File: src/rtl/vha_pkg.sv
// Shared types and constants for the vector heading angle core.
package vha_pkg;

   localparam int GUARD_BITS   = 24;
   localparam int ATAN_ENTRIES = 24;
   localparam int ACC_WIDTH    = 32;
   // headroom above the guarded difference for the CORDIC gain
   localparam int GAIN_BITS    = 3;

   localparam logic [ACC_WIDTH-1:0] TURN_ZERO     = 32'h0000_0000;
   localparam logic [ACC_WIDTH-1:0] TURN_QUARTER  = 32'h4000_0000;
   localparam logic [ACC_WIDTH-1:0] TURN_HALF     = 32'h8000_0000;
   localparam logic [ACC_WIDTH-1:0] TURN_3QUARTER = 32'hC000_0000;

   // atan(2^-i) as a fraction of a full turn, 2^32 = one turn, truncated
   localparam logic [ACC_WIDTH-1:0] ATAN_TURNS [ATAN_ENTRIES] = '{
      32'h20000000, 32'h12E4051E, 32'h09FB385B, 32'h051111D4,
      32'h028B0D43, 32'h0145D7E1, 32'h00A2F61E, 32'h00517C55,
      32'h0028BE53, 32'h00145F2F, 32'h000A2F98, 32'h000517CC,
      32'h00028BE6, 32'h000145F3, 32'h0000A2F9, 32'h0000517C,
      32'h000028BE, 32'h0000145F, 32'h00000A2F, 32'h00000517,
      32'h0000028B, 32'h00000145, 32'h000000A2, 32'h00000051
   };

   // angle accumulator plus the on-axis bypass flag
   typedef struct packed {
      logic                 bypass;
      logic [ACC_WIDTH-1:0] z;
   } vha_ang_type;

endpackage

File: src/rtl/vha_prep.sv
// Front end: coordinate differences, half-turn pre-rotation and on-axis detection.
module vha_prep #(
   parameter int COORD_WIDTH = 16,
   parameter int DATA_WIDTH  = 44
) (
   input  logic                          clock,
   input  logic                          reset,
   input  logic                          up_valid,
   output logic                          up_ready,
   input  logic signed [COORD_WIDTH-1:0] up_start_x,
   input  logic signed [COORD_WIDTH-1:0] up_start_y,
   input  logic signed [COORD_WIDTH-1:0] up_end_x,
   input  logic signed [COORD_WIDTH-1:0] up_end_y,
   output logic                          dn_valid,
   input  logic                          dn_ready,
   output logic signed [DATA_WIDTH-1:0]  dn_x,
   output logic signed [DATA_WIDTH-1:0]  dn_y,
   output vha_pkg::vha_ang_type          dn_ang
);

   localparam int DW = COORD_WIDTH + 1;
   localparam int EXT = DATA_WIDTH - DW;

   // stage A: differences
   logic                 diff_valid_ff;
   logic signed [DW-1:0] dx_ff, dy_ff, dx_in, dy_in;
   logic                 diff_ready;

   // stage B: rotated, guarded vector
   logic                         vec_valid_ff;
   logic signed [DATA_WIDTH-1:0] x_ff, y_ff, x_in, y_in;
   vha_pkg::vha_ang_type         ang_ff, ang_in;

   logic signed [DATA_WIDTH-1:0] dx_ext, dy_ext;
   logic                         dy_neg;

   assign diff_ready = !vec_valid_ff || dn_ready;
   assign up_ready   = !diff_valid_ff || diff_ready;

   assign dx_in = DW'(up_end_x) - DW'(up_start_x);
   assign dy_in = DW'(up_end_y) - DW'(up_start_y);

   always_ff @(posedge clock) begin
      if (reset) begin
         diff_valid_ff <= 1'b0;
      end else if (up_ready) begin
         diff_valid_ff <= up_valid;
      end
      if (up_ready && up_valid) begin
         dx_ff <= dx_in;
         dy_ff <= dy_in;
      end
   end

   assign dx_ext = {{EXT{dx_ff[DW-1]}}, dx_ff};
   assign dy_ext = {{EXT{dy_ff[DW-1]}}, dy_ff};
   assign dy_neg = dy_ff[DW-1];

   always_comb begin
      ang_in.bypass = 1'b0;
      ang_in.z      = vha_pkg::TURN_ZERO;
      if (dy_neg) begin
         // left half plane: rotate by a half turn first
         x_in     = (-dy_ext) <<< vha_pkg::GUARD_BITS;
         y_in     = dx_ext <<< vha_pkg::GUARD_BITS;
         ang_in.z = vha_pkg::TURN_HALF;
      end else begin
         x_in = dy_ext <<< vha_pkg::GUARD_BITS;
         y_in = (-dx_ext) <<< vha_pkg::GUARD_BITS;
      end
      priority if (dx_ff == '0) begin
         ang_in.bypass = 1'b1;
         ang_in.z      = dy_neg ? vha_pkg::TURN_HALF : vha_pkg::TURN_ZERO;
      end else if (dy_ff == '0) begin
         ang_in.bypass = 1'b1;
         ang_in.z      = dx_ff[DW-1] ? vha_pkg::TURN_QUARTER : vha_pkg::TURN_3QUARTER;
      end else begin
         ang_in.bypass = 1'b0;
      end
   end

   always_ff @(posedge clock) begin
      if (reset) begin
         vec_valid_ff <= 1'b0;
      end else if (diff_ready) begin
         vec_valid_ff <= diff_valid_ff;
      end
      if (diff_ready && diff_valid_ff) begin
         x_ff   <= x_in;
         y_ff   <= y_in;
         ang_ff <= ang_in;
      end
   end

   assign dn_valid = vec_valid_ff;
   assign dn_x     = x_ff;
   assign dn_y     = y_ff;
   assign dn_ang   = ang_ff;

endmodule

File: config.mk
export PLATFORM = sky130hd
export DESIGN_NAME = vha_prep
export DESIGN_NICKNAME = d
export VERILOG_FILES = /design/src/rtl/vha_pkg.sv /design/src/rtl/vha_prep.sv
export SDC_FILE = /design/constraint.sdc
export NUM_CORES = 1
export LEC_CHECK = 0
export ABC_AREA = 0
export BUFFER_PORTS_ARGS = -buffer_cell sky130_fd_sc_hd__buf_2
export CELL_PAD_IN_SITES_DETAIL_PLACEMENT = 0
export CELL_PAD_IN_SITES_GLOBAL_PLACEMENT = 1
export CORE_MARGIN = 2
export CORE_UTILIZATION = 41
export CTS_CLUSTER_SIZE = 10
export DETAILED_ROUTE_END_ITERATION = 6
export PLACE_DENSITY = 0.84
export SETUP_SLACK_MARGIN = 0.2
export SYNTH_ARGS = -nofsm -noshare
export SYNTH_HDL_FRONTEND = slang
export SYNTH_SLANG_ARGS = --single-unit
export TNS_END_PERCENT = 5
File: constraint.sdc
create_clock -name clock -period 9.14 [get_ports clock]
set_input_delay 1.371 -clock clock [delete_from_list [all_inputs] [get_ports clock]]
set_output_delay 1.371 -clock clock [all_outputs]
set_load 0.01 [all_outputs]
# After elaboration in Yosys (flattened, before gate mapping)
# Cells that the tools add are included.
[word_totals] out_inout_bits=123 word_cells=28 regBits=157
[classes] n_addsub=4 reduce_logical=8 n_mux=7
[op_table] op="$mux 32" count=4
[op_table] op="$mux 44" count=1
[op_table] op="$mux 40" count=1
[op_table] op="$neg 17->20" count=2
[op_table] op="$logic_not 17->1" count=2
[op_table] op="$sub 16x16->17" count=2
[op_table] op="$logic_and 1x1->1" count=2
[op_table] op="$logic_not 1->1" count=2
[op_table] op="$logic_or 1x1->1" count=2
[op_table] op="$mux 1" count=1

# Longest topological paths before layout
[logic_depth] depth_word=4 ltp_mapped=10

# Worst setup path after synthesis
# Ideal clock, no wire load.
[synth_path] kind="input to register" startpoint="input port dn_ready" endpoint="register ang_ff (netlist bit dn_ang[30]) (enable)" arrival_time_ps=3373 path_slack_ps=5318 required_time_ps=8691 cell_stages=2 cell_sequence="nor2b_1 -> nor2b_1"
[synth_between] elab_chain_cells=2
[synth_lines] element="from (decl)" line_no="vha_prep.sv:15" source="input logic dn_ready,"
[synth_lines] element="$logic_or 1x1->1" line_no="vha_prep.sv:37" source="assign diff_ready = !vec_valid_ff || dn_ready;"
[synth_lines] element="$logic_and 1x1->1" line_no="vha_prep.sv:88" source="if (diff_ready && diff_valid_ff) begin"
[synth_lines] element="to (signal assigned)" line_no="vha_prep.sv:91" source="ang_ff <= ang_in;"
[synth_lines] element="to (decl)" line_no="vha_prep.sv:32" source="vha_pkg::vha_ang_type ang_ff, ang_in;"
# Every way passes these cells.
# A chain may end at the register's enable or synchronous reset.

# Worst setup path in the final report
[layout_path] startpoint="input port dn_ready" endpoint="output port up_ready"
[layout_between] elab_chain_cells=2
[layout_lines] element="$logic_or 1x1->1" line_no="vha_prep.sv:37"
[layout_lines] element="$logic_or 1x1->1" line_no="vha_prep.sv:38" source="assign up_ready = !diff_valid_ff || diff_ready;"
[layout_lines] element="to (decl)" line_no="vha_prep.sv:9" source="output logic up_ready,"
# Every way passes these cells.

==> impl_metrics.toml <==
[timing]
finalHoldViolCount = 0
rsz0062_at_grt = "no"
tns_ns = 0
setup_viol = 0
clock_skew_ns = 0.00445
finalCriticalPeriod_ns = 3.41
worst_slack_ns = 5.73
post-route-period-util = 0.373
max_freq_mhz = 293
slew_headroom = 0.259
worst_slew_pin_slew_ns = 1.11
slew_violations = 0

[floorplanning]
die_area_um2 = 14000
ios = 191
core_um2 = 12700
die_h_um = 118
start_util = 0.422
num_rows = 41
die_w_um = 118

[cts]
clk_latency_ns = 0.33
path_clk_slew_ns = 0.05
hold_buffers = 0
cts-root-buf = "clkbuf_16"
clock_sinks = 79
cts_tree = "done"
post_cts_resized = 0
cts_inserted_buffers = 9
post_cts_buffers = 0
clk_path_buf_depth = 2
htree_levels = 3

[worst_setup_path]
crit_chain = "buf_2 > nor2b_1 > nand2_1 > buf_2"
critPathBufInv = 2
start_kind = "input pin"
cp.required_ns = 7.77
path_max_fanout = 4
cp.arrival_ns = 2.04
critPathKind = "in2out"
slowest_delay_ns = 0.31
cp_common_cell = "buf_2"
endpoint_kind = "output pin"
slowest_stage = "nor2b_1"
worst_path_dominant_cell_family = "simple AND/OR/NAND/NOR gates"

[grt]
overflow = 0
grt_max_degree = 44
grt_pass1_vias = 3344
grt_pass1_wl_um = 15200
antenna_found_initial = 0
grt_usage = 0.134

[place]
gp_congestion = 0.848
portBuffers = 112
dp_hpwl_um = 7810
post-place-ws_ns = 5.55

[finish]
syn_to_final_growth_pct = 13.6
layout_commonest_cell = "buf_2"
final_cell_mix = "112 x buf_2, 81 x conb_1, 77 x edfxtp_1"
filler_cell_count = 1194
n_antenna_cell = 0
nets = 745
drive_gt1_frac = 0.207

[pwr]
ir_drop_mv = 0.0708
leakage_nw = 2.76
power_density_nw_per_um2 = 166

[yosys]
yosysTopAreaCell = "edfxtp_1"
synth_top_area_frac = 0.433
syn_area_per_cell_um2 = 10.2
netlist_top_cells_area = "edfxtp_1 43%, buf_4 11%, ha_1 8.4%"
ys_seq_elements = 79
synthFlopType = "edfxtp_1"
yosysWarnings = 0
synth_area_um2 = 5350
synth_cell_types = 51
synth-edff-count = 77
ys_seq_area_frac = 0.440
async_flop_share = 0
synthCells = 522

[routing]
vias_per_cell = 4.59
vias = 3745
firstDrtPassIters = 4
drt_wl_total_um = 9490
ant_nets = 0
drcViolationCount = 0
wl_per_cell_um = 11.6
drtIter0Drc = 191

[run]
drv.max_cap_violation_count = 0

[min_path]
min_path_type = "reg2reg"

[run_status]
status = "finished clean"
==> cell type report <==
class / instances / area (um^2) / area share
Timing Repair Buffer: 114 / 576 / 0.0948
Inverter: 56 / 210 / 0.0346
Clock buffer: 15 / 248 / 0.0408
Tap cell: 172 / 215 / 0.0354
Multi-Input combinational cell: 379 / 2470 / 0.406
Sequential cell: 79 / 2350 / 0.387
Clock inverter: 1 / 5.00 / 0.000824
==> state kept, by name, indices dropped and copies added (netlist names) <==
name,cells
diff_valid_ff,1
dn_ang,3
dn_valid,1
dn_x,20
dn_y,20
dx_ff,17
dy_ff,17
==> final timing paths <==
path         cells past startpoint    endpoint      from  slack (ns)
max                              4    up_ready  dn_ready        5.73
min                              0    dn_x[24]  dy_ff[0]        0.49
max reg2reg                      7  dn_ang[31]  dy_ff[5]        6.40
min reg2reg                      0    dn_x[24]  dy_ff[0]        0.49
==> cells in the mapped netlist, types with 3 or more instances <==
library cell and n:
a21boi_0 3, a21o_1 7, a21oi_1 30, a31oi_1 7, and2_1 3, and3_1 3, buf_4 78, clkbuf_1 10
edfxtp_1 77, ha_1 36, inv_1 56, nand2_1 25, nand2b_1 4, nand3_1 8, nand4_1 5, nor2_1 29
nor2b_1 8, nor3_1 6, nor4_1 5, o211ai_1 5, o21a_1 4, o21ai_0 17, o22ai_1 3, o31ai_1 6
xnor2_1 33, xor2_1 20
==> cell families (layout without fill, tap and decap cells) <==
group	count (synthesis)	after routing	share of synthesized area
simple gates	108	108	0.102
flops	79	79	0.440
xor+xnor	53	53	0.0868
compound gates	98	98	0.120
buf+inv	144	186	0.156
other cells	1	81	0.000702
mux	1	1	0.00211
fa+ha+maj	38	38	0.0918
==> stage by stage <==
step,area [um^2],hold slack (ns),util,std cells,total power [W]
after global placement,5820,0.472,0.459,800,0.000706
after CTS,6070,0.490,0.479,816,0.00102
final,6070,0.491,0.479,816,0.00101
after detailed placement,5820,0.477,0.459,800,0.000714
after floorplan,5650,0.453,-,602,0.000670
after global routing,6070,0.504,0.479,816,0.00107
==> where the power goes <==
group / switching, W / leakage [nW] / internal, W
Clock: 0.000120 / 0.122 / 0.000184
Sequential: 0.0000240 / 0.751 / 0.000456
Combinational: 0.000132 / 1.88 / 0.0000950
==> metal layers <==
metal	vias up	global-route usage	wire, um
li1	1893	-	-
met1	1710	0.184	4480
met2	132	0.202	4250
met3	10	0.0294	618
met4	0	0.0565	145
met5	-	0	0
==> worst reg2reg max path, cell delays in order, from the launching register on <==
cell and delay (ns):
edfxtp_1 0.44, or4_4 0.55, or2_1 0.24, or3_4 0.37, nor4_1 0.37, ha_1 0.23
nor2b_1 0.20, a21oi_1 0.09
Note: power is estimated with default switching activity, not from simulation.
