==> config.mk <==
export PLATFORM = sky130hd
export DESIGN_NAME = vha_stage
export DESIGN_NICKNAME = d
export VERILOG_FILES = /design/src/rtl/vha_pkg.sv /design/src/rtl/vha_stage.sv
export SDC_FILE = /design/constraint.sdc
export NUM_CORES = 1
export LEC_CHECK = 0
export ABC_AREA = 1
export BUFFER_PORTS_ARGS = -buffer_cell sky130_fd_sc_hd__buf_2
export CORE_AREA = 2 2 175 177
export DETAILED_ROUTE_END_ITERATION = 6
export DIE_AREA = 0 0 177 179
export PLACE_DENSITY = 0.76
export SETUP_SLACK_MARGIN = 0.15
export SLEW_MARGIN = 20
export SYNTH_ARGS = -nofsm -noshare
export SYNTH_HDL_FRONTEND = slang
export SYNTH_SLANG_ARGS = --single-unit
==> constraint.sdc <==
create_clock -name clock -period 13.4 [get_ports clock]
set_clock_uncertainty 0.1 [all_clocks]
set_input_delay 1.34 -clock clock [delete_from_list [all_inputs] [get_ports clock]]
set_output_delay 1.34 -clock clock [all_outputs]
set_load 0.1 [all_outputs]
==> src/rtl/vha_pkg.sv <==
// Shared types and constants for the vector heading angle core.
package vha_pkg;

   localparam int GUARD_BITS   = 24;
   localparam int ATAN_ENTRIES = 24;
   localparam int ACC_WIDTH    = 32;
   // headroom above the guarded difference for the CORDIC gain
   localparam int GAIN_BITS    = 3;

   localparam logic [ACC_WIDTH-1:0] TURN_ZERO     = 32'h0000_0000;
   localparam logic [ACC_WIDTH-1:0] TURN_QUARTER  = 32'h4000_0000;
   localparam logic [ACC_WIDTH-1:0] TURN_HALF     = 32'h8000_0000;
   localparam logic [ACC_WIDTH-1:0] TURN_3QUARTER = 32'hC000_0000;

   // atan(2^-i) as a fraction of a full turn, 2^32 = one turn, truncated
   localparam logic [ACC_WIDTH-1:0] ATAN_TURNS [ATAN_ENTRIES] = '{
      32'h20000000, 32'h12E4051E, 32'h09FB385B, 32'h051111D4,
      32'h028B0D43, 32'h0145D7E1, 32'h00A2F61E, 32'h00517C55,
      32'h0028BE53, 32'h00145F2F, 32'h000A2F98, 32'h000517CC,
      32'h00028BE6, 32'h000145F3, 32'h0000A2F9, 32'h0000517C,
      32'h000028BE, 32'h0000145F, 32'h00000A2F, 32'h00000517,
      32'h0000028B, 32'h00000145, 32'h000000A2, 32'h00000051
   };

   // angle accumulator plus the on-axis bypass flag
   typedef struct packed {
      logic                 bypass;
      logic [ACC_WIDTH-1:0] z;
   } vha_ang_type;

endpackage

==> src/rtl/vha_stage.sv <==
// One registered CORDIC vectoring iteration.
module vha_stage #(
   parameter int DATA_WIDTH = 44,
   parameter int SHIFT      = 0
) (
   input  logic                         clock,
   input  logic                         reset,
   input  logic                         up_valid,
   output logic                         up_ready,
   input  logic signed [DATA_WIDTH-1:0] up_x,
   input  logic signed [DATA_WIDTH-1:0] up_y,
   input  vha_pkg::vha_ang_type         up_ang,
   output logic                         dn_valid,
   input  logic                         dn_ready,
   output logic signed [DATA_WIDTH-1:0] dn_x,
   output logic signed [DATA_WIDTH-1:0] dn_y,
   output vha_pkg::vha_ang_type         dn_ang
);

   logic                         valid_ff;
   logic signed [DATA_WIDTH-1:0] x_ff, y_ff, x_in, y_in;
   vha_pkg::vha_ang_type         ang_ff, ang_in;
   logic signed [DATA_WIDTH-1:0] xs, ys;

   assign up_ready = !valid_ff || dn_ready;

   assign xs = up_x >>> SHIFT;
   assign ys = up_y >>> SHIFT;

   always_comb begin
      ang_in = up_ang;
      if (up_y[DATA_WIDTH-1]) begin
         x_in = up_x - ys;
         y_in = up_y + xs;
         if (!up_ang.bypass) ang_in.z = up_ang.z - vha_pkg::ATAN_TURNS[SHIFT];
      end else begin
         x_in = up_x + ys;
         y_in = up_y - xs;
         if (!up_ang.bypass) ang_in.z = up_ang.z + vha_pkg::ATAN_TURNS[SHIFT];
      end
   end

   always_ff @(posedge clock) begin
      if (reset) begin
         valid_ff <= 1'b0;
      end else if (up_ready) begin
         valid_ff <= up_valid;
      end
      if (up_ready && up_valid) begin
         x_ff   <= x_in;
         y_ff   <= y_in;
         ang_ff <= ang_in;
      end
   end

   assign dn_valid = valid_ff;
   assign dn_x     = x_ff;
   assign dn_y     = y_ff;
   assign dn_ang   = ang_ff;

endmodule

# Word level (Yosys, flattened, before mapping)
# Index checks and enable logic that the tools add are counted.
[totals]
regBits = 122
output_inout_bits = 123
word_cells = 18
[op_classes]
addsub = 5
mux = 5
n_reduce_logical = 3
[ops]
columns = ["operator", "n"]
rows = [
  ["$mux 32", 3],
  ["$mux 44", 2],
  ["$sub 44x44->44", 2],
  ["$add 44x44->44", 1],
  ["$add 32x30->32 const B", 1],
  ["$sub 32x30->32 const B", 1],
  ["$logic_and 1x1->1", 1],
  ["$logic_not 1->1", 1],
  ["$logic_or 1x1->1", 1],
]

# Logic depth before layout (Yosys ltp)
# Gate-level depths: netlist of run 1.
[depth]
word_depth = 3
ltp_mapped = 17

# Least setup slack after synthesis of run 1
# No wires, ideal clock.
[synth_timing]
path_kind = "input port to flip-flop"
startpoint = "in up_valid"
endpoint = "reg ang_ff (netlist bit dn_ang[0]) (enable)"
setup_time_ps = 637
arrival_time_ps = 7163
slack_ps = 5500
stages = 2
cell_sequence = "inv_1 a21oi_1"
[synth_via]
elab_chain_cells = 1
[synth_rtl]
columns = ["item", "line", "text"]
rows = [
  ["from (decl)", "vha_stage.sv:8", "input logic up_valid,"],
  ["$logic_and 1x1->1", "vha_stage.sv:49", "if (up_ready && up_valid) begin"],
  ["to (signal assigned)", "vha_stage.sv:52", "ang_ff <= ang_in;"],
  ["to (decl)", "vha_stage.sv:22", "vha_pkg::vha_ang_type ang_ff, ang_in;"],
]
# Every way passes these cells.
# A chain may end at the register's enable or synchronous reset.

# Worst setup path after layout of run 1
[layout_timing]
startpoint = "in up_x[0]"
endpoint = "reg x_ff[20] (netlist: dn_x[20]) (data pin)"
[layout_via]
elab_chain_cells = 2
elab_cells_between_ends = 3
[layout_rtl]
columns = ["item", "line", "text"]
rows = [
  ["from (decl)", "vha_stage.sv:10", "input logic signed [DATA_WIDTH-1:0] up_x,"],
  ["$add 44x44->44 / $sub 44x44->44 (equally long branches)", "vha_stage.sv:37, vha_stage.sv:33", ""],
  ["$mux 44 (*)", "vha_stage.sv:32", "if (up_y[DATA_WIDTH-1]) begin"],
  ["net x_in[20]", "vha_stage.sv:21", "logic signed [DATA_WIDTH-1:0] x_ff, y_ff, x_in, y_in;"],
  ["to (signal assigned)", "vha_stage.sv:50", "x_ff <= x_in;"],
  ["to (decl)", "vha_stage.sv:21", ""],
]
# The timed path passes the listed nets; every way through them passes the cells marked *.

==> impl_summary.log, run 1 <==
INFO  metric hold_viol_final = 0
INFO  metric worst_path_most_repeated_cell = sky130_fd_sc_hd__nand2_1
INFO  metric cts-resized-gates = 0
INFO  metric post-route-period-util = 0.294
INFO  metric nets = 2861
INFO  metric violated_checks = DRC
INFO  metric timing.rr.start = dn_valid
INFO  metric die-width = 177 um
INFO  metric routed_wire_length_per_instance = 20.1 um
INFO  metric finalWorstPathRequiredPeriod = 3.94 ns
INFO  metric first_pass_grt_wire_length = 89000 um
INFO  metric pwr-share-comb = 0.464
INFO  metric syn2layout_area_growth = 13.6%
INFO  metric cts_hold_buffers = 0
INFO  metric post_synth_instance_area = 0.0148 mm2
INFO  metric p_per_area = 113 mW/mm2
INFO  metric critical_path.slowest_cell = sky130_fd_sc_hd__fa_1
INFO  metric count_of_cells_along_the_worst_register_to_register_path = 2
INFO  metric layout-drive-gt1-share = 0.143
INFO  metric fp.coreArea = 0.0300 mm2
INFO  metric worst_min_path_start = dn_valid
INFO  metric gr-usage-met3 = 0.0509
INFO  metric antenna_violating_nets_post_route = 0
INFO  metric switching_fraction_of_total_power = 0.483
INFO  metric p_leak = 9.11 nW
INFO  metric min_delay_worst_endpoint = dn_valid
INFO  metric timing.critical_path.from = up_x[0]
INFO  metric critical_path_class = primary input to flop
INFO  metric die_area = 0.0317 mm2
INFO  metric initial_core_util = 0.492
INFO  metric cell_internal_pwr = 978 uW
INFO  metric regToRegEndpoint = dn_y[38]
INFO  metric grtUsageMet1 = 0.498
INFO  metric multi_input_area = 0.00919 mm2
INFO  metric vias_in_the_first_global_route = 15600
INFO  metric post_cts_buffers = 0
INFO  metric synth_top_flop_cell = sky130_fd_sc_hd__edfxtp_1
INFO  metric hold_path_depth = 2
INFO  metric htree_num_levels = 4
INFO  metric min-delay-path-class = flop to flop
INFO  metric wl = 60500 um
INFO  metric gr-usage-all-layers = 0.378
INFO  metric antenna_found_initial = 0
INFO  metric drc_errors = 4
INFO  metric endpoint_class_of_the_critical_path = flop
INFO  metric fp-row-count = 64
INFO  metric vias_per_cell = 5.55
INFO  metric finalSetupViolCount = 0
INFO  metric die_height = 179 um
INFO  metric synth-edff-count = 120
INFO  metric detail_route.first_pass.iterations = 7
INFO  metric clkLatencyLatePin = 0.44 ns
INFO  metric synthesis.nets = 2650
INFO  metric port_buffers = 247
INFO  metric synth_seq_cells = 121
INFO  metric cts-root-buf = sky130_fd_sc_hd__clkbuf_16
INFO  metric asyncSetResetFlopFracSynth = 0
INFO  metric synth_warnings = 0
INFO  metric finalWeightedCongestion = 1.05
INFO  metric timing.reg2reg.setup_slack = 11.65 ns
INFO  metric tightest_slew = 1.03 ns
INFO  metric via_count = 16700
INFO  metric worst_ir_drop_vdd = 0.0000742 V
INFO  metric netlist_instances = 2391
INFO  metric status = complete, but fails checks
INFO  metric antennaDiodeCount = 0
INFO  metric global_route.usage.met2 = 0.608
INFO  metric worstSetupStartpointType = primary input
INFO  metric critical_path_cell_by_cell = buf_2 > inv_1 > ha_1 > fa_1 > inv_1 > nand2_1 > nand3_1 > inv_1 > o211ai_1 > nand2_1 > nand2_1 > nand2_1 > nand3_1 > o21ai_0
INFO  metric power.total = 1.89 mW
INFO  metric clock_tree_from_tritoncts = yes
INFO  metric power.clock.fraction = 0.283
INFO  metric tritoncts.num_buffers = 17
INFO  metric slew_viol_final = 0
INFO  metric seq_area = 0.00362 mm2
INFO  metric clkSinkCount = 121
INFO  metric grt_max_degree = 85
INFO  metric detail_route.iter0.violations = 1927
INFO  metric pwr-share-seq = 0.253
INFO  metric required = 13.45 ns
INFO  metric fillerInstances = 3101
INFO  metric globalRouteOverflowTotal = 0
INFO  metric buffers_inverters_on_critical_path = 4
INFO  metric clk_path_buf_depth = 2
INFO  metric critical_path.top_delay_family = adder cells
INFO  metric path_max_fanout = 5
INFO  metric max_freq = 0.254 GHz
INFO  metric synth.yosys.seq_area_share = 0.245
INFO  metric maxCapViolations = 0
INFO  metric power_switching = 915 uW
INFO  metric post_synth_cell_types = 46
INFO  metric worst_ep_arrival_time = 4.00 ns
INFO  metric critical_path.max_stage_delay = 0.51 ns
INFO  metric worst_setup_hold_path_clk_slew = 0.07 ns
INFO  metric hpwlAfterDp = 50200 um
INFO  metric rsz_0062_raised_after_global_routing = false
INFO  metric finalSetupTns = 0 ns
INFO  metric gr-max-usage-layer = met2
INFO  metric ioPinCount = 248
INFO  metric max-slew-margin-rel = 0.311
INFO  metric synthesis.area_per_instance = 6.18 um2
## cell type report
class                      instances  area share
multi-input combinational       1790       0.547
sequential                       121       0.216
inverter                         420      0.0938
timing repair buffer             252      0.0758
tap                              396      0.0295
clock buffer                      18      0.0261
clock inverter                    14      0.0123
## cell usage after synthesis, types with 5 or more instances
cell type	n	share of area
sky130_fd_sc_hd__nor2_1	205	0.052
sky130_fd_sc_hd__o21a_1	7	0.0036
sky130_fd_sc_hd__nand3_1	210	0.071
sky130_fd_sc_hd__edfxtp_1	120	0.24
sky130_fd_sc_hd__a21oi_1	142	0.048
sky130_fd_sc_hd__buf_6	9	0.0069
sky130_fd_sc_hd__o21ai_1	5	0.0017
sky130_fd_sc_hd__o21ai_2	5	0.0030
sky130_fd_sc_hd__nand4_1	22	0.0093
sky130_fd_sc_hd__inv_1	406	0.10
sky130_fd_sc_hd__ha_1	131	0.11
sky130_fd_sc_hd__nor2_2	36	0.015
sky130_fd_sc_hd__nand2_2	16	0.0068
sky130_fd_sc_hd__o22ai_1	8	0.0034
sky130_fd_sc_hd__inv_2	14	0.0036
sky130_fd_sc_hd__xor2_1	26	0.015
sky130_fd_sc_hd__buf_2	11	0.0037
sky130_fd_sc_hd__nor3_1	7	0.0024
sky130_fd_sc_hd__nand2_1	810	0.21
sky130_fd_sc_hd__o21bai_1	28	0.014
sky130_fd_sc_hd__o21ai_0	85	0.029
sky130_fd_sc_hd__clkbuf_1	9	0.0023
sky130_fd_sc_hd__buf_4	27	0.014
## power by group through the flow
stage	clock network (mW)	logic [mW]	registers [mW]
after floorplan	0	0.381	0.757
after global placement	0	0.850	0.486
after detailed placement	0	0.856	0.487
after CTS	0.534	0.860	0.480
after global routing	0.547	0.936	0.482
final	0.535	0.879	0.479
## worst max-delay path by stage
stage / slack, ns / to / cells after the start
6_report: 9.46 / dn_x[20] / 14
5_1_grt: 9.36 / dn_x[20] / 14
4_1_cts: 9.54 / dn_y[28] / 14
3_5_place_dp: 9.09 / dn_y[28] / 14
3_3_place_gp: 9.13 / dn_y[28] / 14
2_1_floorplan: 5.50 / dn_ang[0] / 2
## placed cells by master (no fill, tap or decap), types with 5 or more instances in the layout
master                      Yosys  routed
sky130_fd_sc_hd__inv_6          0       5
sky130_fd_sc_hd__nor2_2        36      36
sky130_fd_sc_hd__nor2_1       205     205
sky130_fd_sc_hd__ha_1         131     131
sky130_fd_sc_hd__clkbuf_16      0      17
sky130_fd_sc_hd__o22ai_1        8       8
sky130_fd_sc_hd__a21oi_1      142     141
sky130_fd_sc_hd__o21ai_2        5       5
sky130_fd_sc_hd__inv_1        406     406
sky130_fd_sc_hd__nand4_1       22      22
sky130_fd_sc_hd__edfxtp_1     120     120
sky130_fd_sc_hd__buf_2         11     247
sky130_fd_sc_hd__buf_4         27       5
sky130_fd_sc_hd__o21a_1         7       7
sky130_fd_sc_hd__xor2_1        26      26
sky130_fd_sc_hd__nand3_1      210     210
sky130_fd_sc_hd__o21ai_0       85      85
sky130_fd_sc_hd__o21bai_1      28      28
sky130_fd_sc_hd__nand2_2       16      16
sky130_fd_sc_hd__nor3_1         7       7
sky130_fd_sc_hd__nand2_1      810     810
sky130_fd_sc_hd__inv_2         14      14
sky130_fd_sc_hd__o21ai_1        5       5
## metrics by stage
step	utilization	area, um2	setup WS [ns]	cells	hold slack [ns]
2_1_floorplan	-	14800	5.50	2391	1.31
5_1_grt	0.560	16800	9.36	3011	0.503
3_5_place_dp	0.538	16200	9.09	2979	0.448
4_1_cts	0.560	16800	9.54	3011	0.459
3_3_place_gp	0.538	16200	9.13	2979	0.425
6_report	0.560	16800	9.46	3011	0.455
## routing by layer
metal  vias up  wire length [um]
met1      7682             25500
li1       7935                 -
met4         0              3170
met5         -                 0
met2       928             26700
met3       155              5050
## registers in the layout, indices dropped and copies added (netlist names)
register	cells
dn_valid	1
dn_x	43
dn_y	44
dn_ang	33
## worst min-delay path, stage by stage, from the launching register on
cell and delay, ns:
sky130_fd_sc_hd__dfxtp_1 0.34, sky130_fd_sc_hd__nand2_1 0.11, sky130_fd_sc_hd__a21oi_1 0.06
## cells by family after synthesis
kind of cell,after synthesis,share of synthesized area
compound gates,291,0.108
xor+xnor,30,0.0178
fa+ha+maj,134,0.115
buf+inv,480,0.134
flops,121,0.245
mux,2,0.00135
simple gates,1333,0.378
Power figures use the tool's default switching activity.
==> run 2: changes to the inputs <==
- PLACE_DENSITY: 0.76 -> 0.79
- clock period: 13.4 -> 3.5 ns (I/O delays scaled with it)
==> impl_summary.log, run 2 (synthesis results as in run 1) <==
INFO  metric status = finished, final reports clean
INFO  metric max-slew-margin-rel = 0.407
INFO  metric timing.critical_path.from = up_x[0]
INFO  metric finalSetupViolCount = 0
INFO  metric p_per_area = 422 mW/mm2
INFO  metric worst_path_most_repeated_cell = sky130_fd_sc_hd__nand2_1
INFO  metric tightest_slew = 0.890 ns
INFO  metric grt_max_degree = 65
INFO  metric fin_area = 0.0172 mm2
INFO  metric htree_num_levels = 4
INFO  metric post-place-cells = 2990
INFO  metric slew_viol_final = 0
INFO  metric tritoncts.num_buffers = 17
INFO  metric post-route-util = 0.573
INFO  metric required = 3.57 ns
INFO  metric number_of_flip_flops_in_the_largest_register = 44
INFO  metric worstSetupStartpointType = primary input
INFO  metric layout.cells.non_filler = 3051
INFO  metric critical_path.slowest_cell = sky130_fd_sc_hd__fa_1
INFO  metric wl = 61800 um
INFO  metric antennaDiodeCount = 0
INFO  metric worst_ep_arrival_time = 3.23 ns
INFO  metric post-route-period-util = 0.901
INFO  metric finalWeightedCongestion = 1.06
INFO  metric fp.coreArea = 0.0300 mm2
INFO  metric pre_cts_slack = 0.0559 ns
INFO  metric endpoint_class_of_the_critical_path = flop
INFO  metric hpwlAfterDp = 51300 um
INFO  metric rsz_0062_raised_after_global_routing = false
INFO  metric critical_path_class = primary input to flop
INFO  metric final_common_cell = sky130_fd_sc_hd__nand2_1
INFO  metric drc_errors = 0
INFO  metric hold_viol_final = 0
INFO  metric routed_wire_length_per_instance = 20.3 um
INFO  metric globalRouteOverflowTotal = 0
INFO  metric timing.rr.start = dn_valid
INFO  metric critical_path.max_stage_delay = 0.53 ns
INFO  metric detail_route.iter0.violations = 2077
INFO  metric maxCapViolations = 0
INFO  metric finalWorstPathRequiredPeriod = 3.16 ns
INFO  metric die_height = 179 um
INFO  metric port_buffers = 247
INFO  metric syn2layout_area_growth = 16.3%
INFO  metric post_cts_buffers = 0
INFO  metric nets = 2901
INFO  metric die_area = 0.0317 mm2
INFO  metric gr-usage-all-layers = 0.382
INFO  metric ioPinCount = 248
INFO  metric clkSinkCount = 121
INFO  metric p_leak = 9.29 nW
INFO  metric first_pass_grt_wire_length = 89500 um
INFO  metric most-common-layout-cells = sky130_fd_sc_hd__nand2_1, sky130_fd_sc_hd__inv_1, sky130_fd_sc_hd__buf_2
INFO  metric detail_route.first_pass.iterations = 6
INFO  metric path_max_fanout = 5
INFO  metric fin_worst_hold_slack = 0.0149 ns
INFO  metric clkLatencyLatePin = 0.44 ns
INFO  metric critical_path_cell_by_cell = buf_2 > inv_1 > ha_1 > fa_1 > inv_1 > nand2_1 > nand3_1 > inv_1 > o211ai_1 > nand2_1 > nand2_1 > nand2_1 > nand3_1 > nand2_1
INFO  metric min-delay-path-class = primary input to flop
INFO  metric layout-drive-gt1-share = 0.145
INFO  metric fp-row-count = 64
INFO  metric die-width = 177 um
INFO  metric clk_path_buf_depth = 2
INFO  metric antenna_found_initial = 1
INFO  metric vias_in_the_first_global_route = 15800
INFO  metric post_dp_cell_area = 0.0163 mm2
INFO  metric worst_ir_drop_vdd = 0.000292 V
INFO  metric worst_setup_hold_path_clk_slew = 0.07 ns
INFO  metric finalSetupTns = 0 ns
INFO  metric clock_tree_from_tritoncts = yes
INFO  metric antenna_violating_nets_post_route = 0
INFO  metric worst_min_path_start = up_ang[0]
INFO  metric setup_ws = 0.345 ns
INFO  metric via_count = 17000
INFO  metric vias_per_cell = 5.58
INFO  metric power.total = 7.25 mW
INFO  metric initial_core_util = 0.492
INFO  metric cts-root-buf = sky130_fd_sc_hd__clkbuf_16
INFO  metric max_freq = 0.317 GHz
==> run 2: worst max-delay path: cells and delay by family <==
family / cells / cell delay, ns
simple gates: 7 / 1.00
buf+inv: 4 / 0.57
compound gates: 1 / 0.50
fa+ha+maj: 2 / 0.81
==> run 2: metal layers <==
| metal | wire, um | track usage | share of wire | up-vias |
|---|---|---|---|---|
| met4 | 3370 | 0.206 | 0.054 | 2 |
| li1 | - | - | - | 8018 |
| met5 | 13 | 0 | 0.00021 | - |
| met2 | 27300 | 0.611 | 0.44 | 987 |
| met1 | 25800 | 0.502 | 0.42 | 7830 |
| met3 | 5370 | 0.0490 | 0.087 | 180 |
==> run 2: final cells by class <==
cell class                 count  area [um2]
clock buffer                  17         425
clock inverter                15         198
fill                        2963       12800
inverter                     420        1580
multi-input combinational   1790        9190
sequential                   121        3620
tap                          396         495
timing repair buffer         292        1680
==> run 2: power by group <==
group          switching, mW  total [mW]  leakage (nW)  internal, mW
Clock                  0.888        1.98         0.303          1.09
Combinational           2.67        3.43          7.81         0.760
Sequential            0.0396        1.83          1.17          1.79
==> run 2: what timing repair did <==
action / in CTS / in global routing
resized for setup: 0 / 0
hold buffers: 29 / 0
hold endpoints to repair: 29 / 0
==> run 2: final timing paths <==
kind	depth (start not counted)	end	slack, ns
setup / recovery	14	dn_x[28]	0.34
hold / removal	1	dn_ang[0]	0.01
setup reg to reg	2	dn_x[8]	1.84
hold reg to reg	2	dn_valid	0.45
