### config.mk
export PLATFORM = sky130hd
export DESIGN_NAME = vha_round
export DESIGN_NICKNAME = d
export VERILOG_FILES = /design/src/rtl/vha_pkg.sv /design/src/rtl/vha_round.sv
export SDC_FILE = /design/constraint.sdc
export NUM_CORES = 1
export LEC_CHECK = 0
export BUFFER_PORTS_ARGS = -buffer_cell sky130_fd_sc_hd__buf_2
export CAP_MARGIN = 40
export CORE_MARGIN = 3
export CORE_UTILIZATION = 42
export DETAILED_ROUTE_END_ITERATION = 8
export GPL_TIMING_DRIVEN = 0
export HOLD_SLACK_MARGIN = 0.15
export PLACE_DENSITY = 0.78
export SLEW_MARGIN = 5
export SYNTH_ARGS = -nofsm -noshare
export SYNTH_HDL_FRONTEND = slang
export SYNTH_SLANG_ARGS = --single-unit
### constraint.sdc
create_clock -name clock -period 1.5 [get_ports clock]
set_clock_uncertainty 0.15 [all_clocks]
set_input_delay 0.225 -clock clock [delete_from_list [all_inputs] [get_ports clock]]
set_output_delay 0.225 -clock clock [all_outputs]
set_load 0.005 [all_outputs]
### src/rtl/vha_pkg.sv
// Shared types and constants for the vector heading angle core.
package vha_pkg;

   localparam int GUARD_BITS   = 24;
   localparam int ATAN_ENTRIES = 24;
   localparam int ACC_WIDTH    = 32;
   // headroom above the guarded difference for the CORDIC gain
   localparam int GAIN_BITS    = 3;

   localparam logic [ACC_WIDTH-1:0] TURN_ZERO     = 32'h0000_0000;
   localparam logic [ACC_WIDTH-1:0] TURN_QUARTER  = 32'h4000_0000;
   localparam logic [ACC_WIDTH-1:0] TURN_HALF     = 32'h8000_0000;
   localparam logic [ACC_WIDTH-1:0] TURN_3QUARTER = 32'hC000_0000;

   // atan(2^-i) as a fraction of a full turn, 2^32 = one turn, truncated
   localparam logic [ACC_WIDTH-1:0] ATAN_TURNS [ATAN_ENTRIES] = '{
      32'h20000000, 32'h12E4051E, 32'h09FB385B, 32'h051111D4,
      32'h028B0D43, 32'h0145D7E1, 32'h00A2F61E, 32'h00517C55,
      32'h0028BE53, 32'h00145F2F, 32'h000A2F98, 32'h000517CC,
      32'h00028BE6, 32'h000145F3, 32'h0000A2F9, 32'h0000517C,
      32'h000028BE, 32'h0000145F, 32'h00000A2F, 32'h00000517,
      32'h0000028B, 32'h00000145, 32'h000000A2, 32'h00000051
   };

   // angle accumulator plus the on-axis bypass flag
   typedef struct packed {
      logic                 bypass;
      logic [ACC_WIDTH-1:0] z;
   } vha_ang_type;

endpackage

### src/rtl/vha_round.sv
// Output register: rounds the turn accumulator to the heading width.
module vha_round #(
   parameter int ANGLE_WIDTH = 16
) (
   input  logic                   clock,
   input  logic                   reset,
   input  logic                   up_valid,
   output logic                   up_ready,
   input  vha_pkg::vha_ang_type   up_ang,
   output logic                   dn_valid,
   input  logic                   dn_ready,
   output logic [ANGLE_WIDTH-1:0] dn_heading
);

   localparam int AW = vha_pkg::ACC_WIDTH;

   logic                   valid_ff;
   logic [ANGLE_WIDTH-1:0] heading_ff, heading_in;
   logic [AW:0]            sum;

   assign up_ready = !valid_ff || dn_ready;

   // round half up; a carry into a full turn wraps to zero
   assign sum        = {1'b0, up_ang.z} + ((AW+1)'(1) << (AW - 1 - ANGLE_WIDTH));
   assign heading_in = sum[AW-1 -: ANGLE_WIDTH];

   always_ff @(posedge clock) begin
      if (reset) begin
         valid_ff <= 1'b0;
      end else if (up_ready) begin
         valid_ff <= up_valid;
      end
      if (up_ready && up_valid) begin
         heading_ff <= heading_in;
      end
   end

   assign dn_valid   = valid_ff;
   assign dn_heading = heading_ff;

endmodule
After elaboration in Yosys (flattened, before gate mapping) --
Cells that the tools add are included.
Word-level totals: flip-flop bits (word level) 17, bits of input ports 37, word-level logic and storage cells 6
Operators by class: add/sub/neg operators 1, reductions and logical operators 3
Operators with widths (number):
- $add A32 B16 Y32 const B | 1
- $logic_and A1 B1 Y1 | 1
- $logic_not A1 Y1 | 1
- $logic_or A1 B1 Y1 | 1

Depth between registers and ports, before layout --
Gate-level depths: netlist of the first run.
word-level depth 3, depth in mapped cells 4, gate-level depth less buffers 4

Least setup slack after synthesis of the first run --
OpenSTA, ideal clock, no wires.
kind input-to-reg, start point input up_ang[15] (netlist bit), end point register heading_ff[13] (netlist: dn_heading[13]) (data pin), data arrival time 0.990 ns, data required time 1.084 ns, path slack 0.094 ns, cell stages on the path 4, buffers on the path 0, path through ha_1 > nand4_4 > nor4_4 > xor2_1
Between the ends: longest elaborated chain between the ends 1
RTL lines:
- start: declaration | line vha_round.sv:9 | input vha_pkg::vha_ang_type up_ang,
- $add A32 B16 Y32 | line vha_round.sv:24 | assign sum = {1'b0, up_ang.z} + ((AW+1)'(1) << (AW - 1 - ANGLE_WIDTH));
- named net sum[29] | line vha_round.sv:19 | logic [AW:0] sum;
- end signal: assignment | line vha_round.sv:34 | heading_ff <= heading_in;
- end: declaration | line vha_round.sv:18 | logic [ANGLE_WIDTH-1:0] heading_ff, heading_in;
The timed path passes the listed nets, and every way through them passes these cells. A chain may end at the register's enable or synchronous reset.

Final worst setup path of the first run --
start point input reset, end point register valid_ff (netlist: dn_valid)
RTL lines:
- start: declaration | line vha_round.sv:6 | input logic reset,
- end signal: assignment | line vha_round.sv:31 | valid_ff <= up_valid;
- end: declaration | line vha_round.sv:17 | logic valid_ff;
No word-level cell between the ends.

==> summary.md, run 1 <==
| Metric | Value |
|---|---|
| Status | `complete, no violations` |
| Final min period | `1.461 ns` |
| Main synth FF type | `edfxtp_1` |
| Top-count cell post-synth | `edfxtp_1` |
| Post-Layout Cell Count | `146` |
| Finished Core Util | `63.75%` |
| Synth Instances | `65` |
| Gr ovfl total | `0` |
| Final max-slew violation count | `0` |
| Most common cell on crit path | `dlygate4sd3_1` |
| Slowest cell on the critical path | `dlygate4sd3_1` |
| Part of the cycle the worst path needs | `97.37%` |
| Fraction of registers with async set/reset | `0%` |
| Least-Margin Pin Slew | `0.3733 ns` |
| Clock power share | `24.5%` |
| Post-synth EDFFs | `16` |
| Area of the core | `2002 um^2` |
| Gate power share | `17.8%` |
| Leak Pwr | `0.5381 nW` |
| Setup TNS Final | `0 ns` |
| Hold slack | `0.1694 ns` |
| Slew headroom | `75.11%` |
| Switch share | `24.18%` |
| CTS sink cnt | `17` |
| Library cells used by synthesis | `20` |
| Drc violations | `0` |
| Antenna Cells | `0` |
| Area contributors post-synth | `edfxtp_1, xor2_1, nand4_4` |
| Clock Path Buffers | `2` |
| Placer Congestion | `0.7773` |
| Crit Path Max Fanout | `1` |
| Sequential share of the synthesized area | `55.63%` |
| Final hold vios | `0` |
| Num ports | `55` |
| Initial antenna violation count | `0` |
| Chip Height | `52.28 um` |
| DRT antenna net count | `0` |
| Post-synthesis net count | `103` |
| Port Buffers | `38` |
| YS warnings | `0` |
| Final setup fails | `0` |
| Layout area overhead | `41.86%` |
| DP Cell Count | `130` |
| Iter 0 DRT Violations | `9` |
| Reg power frac | `57.7%` |
| Starting density of the core | `44.94%` |
| Worst-Skew Late Latency | `0.28 ns` |
| CTS tree | `yes` |
| Final #Nets | `158` |
| Die width | `52.28 um` |
| Critical path, cell by cell | `dlygate4sd3_1 > buf_2 > a21oi_2 > dlygate4sd3_1` |
| #FFs+latches synth | `17` |
| Biggest cell delay along the critical path | `0.56 ns` |
| Vias in the first global route | `665` |
| Maximum vdd drop | `0.3648 mV` |
| Drt wl/cell | `12.97 um` |
| Number of buffers created by CTS | `3` |
| Fmax | `684.6 MHz` |
| DP Wirelength | `1335 um` |
| CP arrival | `1.54 ns` |
| Drt pass-1 iters | `4` |
| Htree depth | `1` |
| First-pass GRT wire length | `2939 um` |
| Sw Pwr | `0.2351 mW` |
| WS Path Type | `in2reg` |
| Maxcap violations | `0` |
| Synth area leader | `edfxtp_1` |
| Critical path launch point type | `input pin` |
| RSZ-0062 raised after global routing | `false` |
| Critical Path RT | `1.58 ns` |
| Root buffer cell | `clkbuf_4` |
| Avg Inst Size Synth | `13.84 um^2` |
| Via count | `719` |
| Site row count | `16` |
| Overall routed net length | `1893 um` |
| Total Die Area | `2733 um^2` |
| Hold/Removal Path Class | `in2reg` |
| PwrDens | `762.1 nW/um^2` |
| Layout cells sized above 1 | `45.38%` |
| Worst-path clk slew | `0.10 ns` |
| Worst Setup End Kind | `flop` |
| Mapped Area | `899.6 um^2` |
| Largest net degree at the start of global routing | `17` |
| Gr usage total | `14.97%` |
| Top cell type's share of synthesized area | `53.41%` |
| Top cells by count, synth | `edfxtp_1, xor2_1` |
| DR vias/cell | `4.925` |
| P_int | `0.7375 mW` |
==> state kept, by name, indices dropped and copies added, names as in the netlist <==
| name | count |
|---|---|
| dn_valid | 1 |
| dn_heading | 16 |
==> cells in the final DEF, fill, tap and decap left out <==
master	netlist	layout
a21oi_2	0	1
and2_2	0	1
buf_2	0	38
clkbuf_4	0	3
clkinv_2	0	1
dfxtp_1	1	1
dlygate4sd3_1	0	12
edfxtp_1	16	16
ha_1	1	1
inv_1	3	3
nand2_1	4	4
nand2b_1	1	1
nand3_1	4	4
nand3_2	1	1
nand4_1	1	1
nand4_2	2	2
nand4_4	2	2
nor2_1	4	4
nor3_1	3	3
nor3_2	1	1
nor4_2	2	2
nor4_4	2	2
xnor2_1	4	4
xor2_1	11	11
==> what timing repair did <==
| action | CTS | global route |
|---|---|---|
| resized for setup | 1 | 1 |
| cloned | 0 | 0 |
| endpoints found under the hold margin | 10 | 1 |
| setup buffers | 0 | 0 |
| hold buffers | 11 | 1 |
| endpoints found under the setup margin | 16 | 1 |
==> power groups by stage <==
stage                     Combinational (mW)  Sequential [mW]  Clock [mW]
after global placement                 0.140            0.572           0
after floorplan                       0.0516            0.578           0
final                                  0.173            0.561       0.239
after detailed placement               0.145            0.572           0
after CTS                              0.170            0.561       0.244
after global routing                   0.190            0.564       0.271
==> worst max-delay path, delay by kind of cell <==
| family | cells | cell delay [ns] |
|---|---|---|
| buf+inv | 3 | 1.23 |
| compound gates | 1 | 0.10 |
==> final cells by class <==
type	count	area, um^2
fill	170	725.7
sequential	17	500.5
multi-input combinational	45	392.9
timing repair buffer	50	310.3
tap	27	33.78
clock buffer	3	22.52
inverter	3	11.26
clock inverter	1	5.005
==> per-stage QoR <==
step	total power [mW]	instance area, um^2	setup WS [ns]
2_1_floorplan	0.6296	899.6	0.09441
3_3_place_gp	0.7120	1124	-0.1178
3_5_place_dp	0.7172	1124	-0.1683
4_1_cts	0.9751	1262	0.06682
5_1_grt	1.025	1276	0.002972
6_report	0.9726	1276	0.03940
==> per-layer routing <==
metal,vias up,GRT usage (%),wire length [um]
met1,338,17.38,763
met4,0,7.660,28
met5,-,0,0
met2,30,25.83,988
met3,4,2.849,112
li1,347,-,-
==> kinds of logic (layout without fill, tap and decap cells) <==
group                      Yosys count  in the layout  synth area share, %
AOI/OAI and AO/OA                    1              1               0.5558
xor gates and xnor gates            15             15                14.60
adders and majority gates            1              1                1.391
buffers and inverters                3             57                1.252
DFF                                 17             17                55.63
and+or+nand+nor                     28             28                26.56
==> final timing paths <==
| kind | to | startpoint | slack, ns | cells past startpoint |
|---|---|---|---|---|
| max | dn_valid | reset | 0.04 | 4 |
| min | dn_heading[6] | up_ang[22] | 0.17 | 2 |
| max reg2reg | dn_valid | dn_valid | 0.17 | 3 |
| min reg2reg | dn_heading[4] | dn_valid | 0.82 | 2 |
Power figures use the tool's default switching activity.
==> inputs of run 2 (changes only) <==
Settings changed: CELL_PAD_IN_SITES_DETAIL_PLACEMENT set to 0, CELL_PAD_IN_SITES_GLOBAL_PLACEMENT set to 1, CORE_ASPECT_RATIO set to 1.75, CORE_UTILIZATION 42 to 31, PLACE_DENSITY 0.78 to not set, PLACE_DENSITY_LB_ADDON set to 0.1.
==> summary.md, run 2 (same netlist as run 1, synthesis figures left out) <==
| Metric | Value |
|---|---|
| Clock Path Buffers | `2 (unchanged)` |
| Maximum vdd drop | `0.5331 mV (+46%)` |
| Leak Pwr | `0.5153 nW (-4.2%)` |
| Grt met1 use | `13.18% (-4.2 points)` |
| Placer Congestion | `0.6538 (-16%)` |
| Largest net degree at the start of global routing | `17 (unchanged)` |
| Iter 0 DRT Violations | `12 (+3)` |
| Gr usage total | `11.65% (-3.3 points)` |
| CP arrival | `1.27 ns (-0.27 ns)` |
| Initial antenna violation count | `0 (unchanged)` |
| Setup repair bufs after CTS | `0 (unchanged)` |
| Status | `complete, no violations` |
| Dpl ws | `-0.1216 ns (+0.04669 ns)` |
| Most frequent cells in the layout | `buf_2, edfxtp_1, xor2_1` |
| Finished Core Util | `44.36% (-19 points)` |
| Htree depth | `1 (unchanged)` |
| Layer with the highest usage | `met2` |
| Critical Path RT | `1.35 ns (-0.23 ns)` |
| Final #Nets | `151 (-4.4%)` |
| Worst-Skew Late Latency | `0.25 ns (-0.03 ns)` |
| DP Wirelength | `1459 um (+9.3%)` |
| Die width | `46.72 um (-11%)` |
| Critical path launch point type | `input pin` |
| Critical path, cell by cell | `dlygate4sd3_1 > buf_2 > nand4_1 > nor4_4 > xor2_1` |
| Num ports | `55 (unchanged)` |
| Setup TNS Final | `0 ns (unchanged)` |
| RSZ-0062 raised after global routing | `false` |
| Gr ovfl total | `0 (unchanged)` |
| Drc violations | `0 (unchanged)` |
| Grt met2 use | `19.48% (-6.4 points)` |
| Area of the core | `2753 um^2 (+37%)` |
| Final max-slew violation count | `0 (unchanged)` |
| Starting density of the core | `32.68% (-12 points)` |
| Worst-path clk slew | `0.07 ns (-0.03 ns)` |
| Worst Setup End Kind | `flop` |
| Final min period | `1.421 ns (-0.03950 ns)` |
| DRT antenna net count | `0 (unchanged)` |
| Total power | `1.061 mW (+9.1%)` |
| First-pass GRT wire length | `2987 um (+1.6%)` |
| Number of buffers created by CTS | `3 (unchanged)` |
| CTS tree | `yes` |
| Total Die Area | `3610 um^2 (+32%)` |
| Root buffer cell | `clkbuf_8` |
| Site row count | `25 (+9)` |
| Drt pass-1 iters | `3 (-1)` |
| DR vias/cell | `4.748 (-3.6%)` |
| Seq. cell area | `500.5 um^2 (unchanged)` |
| Slew headroom | `74.36% (-0.75 points)` |
| Fill count | `284 (+67%)` |
| Part of the cycle the worst path needs | `94.74% (-2.6 points)` |
| Final setup fails | `0 (unchanged)` |
| Antenna Cells | `0 (unchanged)` |
| Commonest non-fill, non-tap cell in the layout | `buf_2` |
| Overall routed net length | `1829 um (-3.4%)` |
| Biggest cell delay along the critical path | `0.52 ns (-0.04 ns)` |
| Vias in the first global route | `646 (-2.9%)` |
| Slowest cell on the critical path | `dlygate4sd3_1` |
| Fmax | `703.7 MHz (+2.8%)` |
| Chip Height | `77.26 um (+48%)` |
| WS Path Type | `in2reg` |
| Layout cells sized above 1 | `47.32% (+1.9 points)` |
| Hold/Removal Path Class | `in2reg` |
| CTS sink cnt | `17 (unchanged)` |
| Max reg flops | `16 (unchanged)` |
| Met3 GRT Util | `2.347% (-0.50 points)` |
| Crit Path Max Fanout | `2 (+1)` |
| Final hold vios | `0 (unchanged)` |
| Final setup margin | `0.07889 ns (+0.03950 ns)` |
| Layout area overhead | `35.74%` |
| Maxcap violations | `0 (unchanged)` |
| PwrDens | `868.9 nW/um^2 (+14%)` |
| Drt wl/cell | `13.16 um (+1.5%)` |
| Multi-input gate area | `389.1 um^2 (-0.96%)` |
| Port Buffers | `38 (unchanged)` |
| Via count | `660 (-8.2%)` |
| Least-Margin Pin Slew | `0.3847 ns (+0.01131 ns)` |
-- run 2: cell types whose count changed in the layout (fill, tap and decap cells not counted) --
cell,before,now
dlygate4sd3_1,12,5
clkbuf_4,3,0
clkbuf_8,0,3
a21oi_1,0,1
a21oi_2,1,0
-- run 2: final timing paths --
kind / start / endpoint / slack, ns / cells after the start
min reg2reg: dn_valid / dn_valid / 0.36 / 2
min: dn_ready / dn_valid / 0.13 / 3
max: up_ang[30] / dn_heading[15] / 0.08 / 5
max reg2reg: dn_valid / dn_heading[0] / 0.21 / 2
-- run 2: layout make-up --
type | count | area share (%)
tap | 27 | 2.766
clock inverter | 1 | 0.4098
multi-input combinational | 45 | 31.86
clock buffer | 3 | 3.381
inverter | 3 | 0.9221
sequential | 17 | 40.98
timing repair buffer | 43 | 19.67
-- run 2: critical path: cells and delay by family --
family | cells | cell delay [ns]
and+or+nand+nor | 2 | 0.31
buffers and inverters | 2 | 0.64
xor gates and xnor gates | 1 | 0.09
-- run 2: report_power, final --
group | leakage [nW] | internal [mW] | switching (mW) | total [mW]
registers | 0.163 | 0.555 | 0.00591 | 0.561
clock network | 0.0255 | 0.184 | 0.160 | 0.344
logic | 0.327 | 0.0709 | 0.0852 | 0.156
-- run 2: layer usage --
metal,wire length (um),vias up,share of wire (%)
met3,113,2,6.2
li1,-,331,-
met2,1077,20,59
met5,0,-,0
met4,23,0,1.3
met1,616,307,34
-- run 2: repair_timing --
action,in CTS,in global routing
endpoints found under the hold margin,4,1
hold buffers,5,1
endpoints found under the setup margin,16,1
resized for setup,1,0
-- run 2: metrics by stage --
| step | cell area (um^2) | instances | hold WS, ns |
|---|---|---|---|
| after floorplan | 899.6 | 65 | 0.1441 |
| after global placement | 1124 | 130 | 0.2285 |
| after detailed placement | 1124 | 130 | 0.2342 |
| after CTS | 1221 | 139 | 0.1603 |
| after global routing | 1221 | 139 | 0.1543 |
| final | 1221 | 139 | 0.1282 |
==> inputs of run 3 (changes only) <==
Settings changed: PLACE_DENSITY_LB_ADDON 0.1 to 0.08.
==> summary.md, run 3 (same netlist as run 1, synthesis figures left out) <==
| Metric | Value |
|---|---|
| Status | `complete, no violations` |
| Site row count | `25 (unchanged)` |
| Critical Path RT | `1.54 ns (+0.19 ns)` |
| Total Die Area | `3610 um^2 (unchanged)` |
| Crit Path Max Fanout | `1 (-1)` |
| Vias in the first global route | `674 (+4.3%)` |
| Number of buffers created by CTS | `3 (unchanged)` |
| Final setup fails | `0 (unchanged)` |
| Drc violations | `0 (unchanged)` |
| Worst R2R Path Depth | `2 (unchanged)` |
| Initial antenna violation count | `0 (unchanged)` |
| Final setup margin | `0.02817 ns (-0.05072 ns)` |
| Critical path launch point type | `input pin` |
| Commonest non-fill, non-tap cell in the layout | `buf_2` |
| Iter 0 DRT Violations | `6 (-6)` |
| Root buffer cell | `clkbuf_8` |
| Clock Path Buffers | `2 (unchanged)` |
| CTS sink cnt | `17 (unchanged)` |
| Die width | `46.72 um (unchanged)` |
| Worst r2r src | `dn_valid` |
| Final instance area | `1210 um^2 (-0.92%)` |
| Largest net degree at the start of global routing | `17 (unchanged)` |
| Drt pass-1 iters | `4 (+1)` |
| Critical Path End | `dn_valid` |
| Dpl ws | `-0.1186 ns (+0.002964 ns)` |
| Hold slack | `0.1650 ns (+0.03674 ns)` |
| Area after DPL | `1124 um^2 (unchanged)` |
| Final min period | `1.472 ns (+0.05072 ns)` |
| Least-Margin Pin Slew | `0.3866 ns (+0.001934 ns)` |
| Fmax | `679.4 MHz (-3.4%)` |
| Finished Core Util | `43.95% (-0.41 points)` |
| Most frequent cells in the layout | `buf_2, edfxtp_1, xor2_1` |
| Antenna Cells | `0 (unchanged)` |
| Crit. Startpoint | `reset` |
| Starting density of the core | `32.68% (unchanged)` |
| Port Buffers | `38 (unchanged)` |
| Gr usage total | `11.32% (-0.33 points)` |
| Worst Setup End Kind | `flop` |
| Leak Pwr | `0.5096 nW (-1.1%)` |
| First-pass GRT wire length | `2925 um (-2.1%)` |
| PwrDens | `863.7 nW/um^2 (-0.61%)` |
| Post-Layout Cell Count | `138 (-0.72%)` |
| RSZ-0062 raised after global routing | `false` |
| Chip Height | `77.26 um (unchanged)` |
| Worst-Skew Late Latency | `0.25 ns (about the same)` |
| Area of the core | `2753 um^2 (unchanged)` |
| Overall routed net length | `1758 um (-3.9%)` |
| DP Cell Count | `130 (unchanged)` |
| Via count | `647 (-2.0%)` |
| Htree depth | `1 (unchanged)` |
| Part of the cycle the worst path needs | `98.12% (+3.4 points)` |
| Final max-slew violation count | `0 (unchanged)` |
| Worst R2R Setup Slack | `0.20 ns (about the same)` |
| Maxcap violations | `0 (unchanged)` |
| Hold/Removal Path Class | `in2reg` |
| Slew headroom | `74.23% (-0.13 points)` |
| Setup repair bufs after CTS | `0 (unchanged)` |
| WS Path Type | `in2reg` |
| Final #Nets | `150 (-0.66%)` |
| Layout cells sized above 1 | `46.85% (-0.47 points)` |
| Layout area overhead | `34.49%` |
| DRT antenna net count | `0 (unchanged)` |
| DR vias/cell | `4.688 (-1.3%)` |
| Placer Congestion | `0.6488 (-0.76%)` |
| Maximum vdd drop | `0.3934 mV (-26%)` |
| Final hold vios | `0 (unchanged)` |
| CTS tree | `yes` |
| CP arrival | `1.51 ns (+0.24 ns)` |
| Max reg flops | `16 (unchanged)` |
| Gr ovfl total | `0 (unchanged)` |
| Drt wl/cell | `12.74 um (-3.2%)` |
| DP Wirelength | `1425 um (-2.3%)` |
| Worst-path clk slew | `0.06 ns (about the same)` |
| Num ports | `55 (unchanged)` |
| Total power | `1.045 mW (-1.5%)` |
| Reg2reg end | `dn_heading[1]` |
| Setup TNS Final | `0 ns (unchanged)` |
run 3: cell types whose count changed in the layout (fill, tap and decap cells not counted):
| cell | before | now |
|---|---|---|
| dlygate4sd3_1 | 5 | 4 |
| clkinv_2 | 1 | 0 |
| clkbuf_1 | 0 | 1 |
run 3: worst min-delay path by stage:
stage / slack [ns] / end / from / cells after the start
2_1_floorplan: 0.14 / dn_valid / reset / 1
3_3_place_gp: 0.23 / dn_valid / reset / 2
3_5_place_dp: 0.24 / dn_valid / reset / 2
4_1_cts: 0.16 / dn_heading[13] / up_ang[29] / 2
5_1_grt: 0.16 / dn_heading[13] / up_ang[29] / 2
6_report: 0.16 / dn_heading[0] / up_ang[16] / 2
run 3: cell type report:
cell class,instances,area [um^2]
Fill cell,282,1543
Sequential cell,17,500.5
Multi-Input combinational cell,45,389.1
Timing Repair Buffer,42,230.2
Clock buffer,4,45.04
Tap cell,27,33.78
Inverter,3,11.26
run 3: per-layer routing:
metal	share of wire, %	vias to the layer above	GRT usage, %
met5	0	-	0
met4	1.1	0	5.817
met3	5.5	2	2.113
met2	60	18	20.58
met1	33	297	11.08
li1	-	330	-
run 3: what timing repair did:
action	in CTS	in global routing
resized for setup	1	0
endpoints found under the hold margin	3	0
setup endpoints to repair	16	0
hold buffers	4	0
run 3: power by group:
part           switching [mW]  internal, mW
sequential            0.00549         0.556
clock                   0.144         0.188
combinational          0.0836        0.0680
run 3: critical path: stages:
cell           delay, ns
dlygate4sd3_1       0.53
buf_2               0.12
a21oi_1             0.09
dlygate4sd3_1       0.55
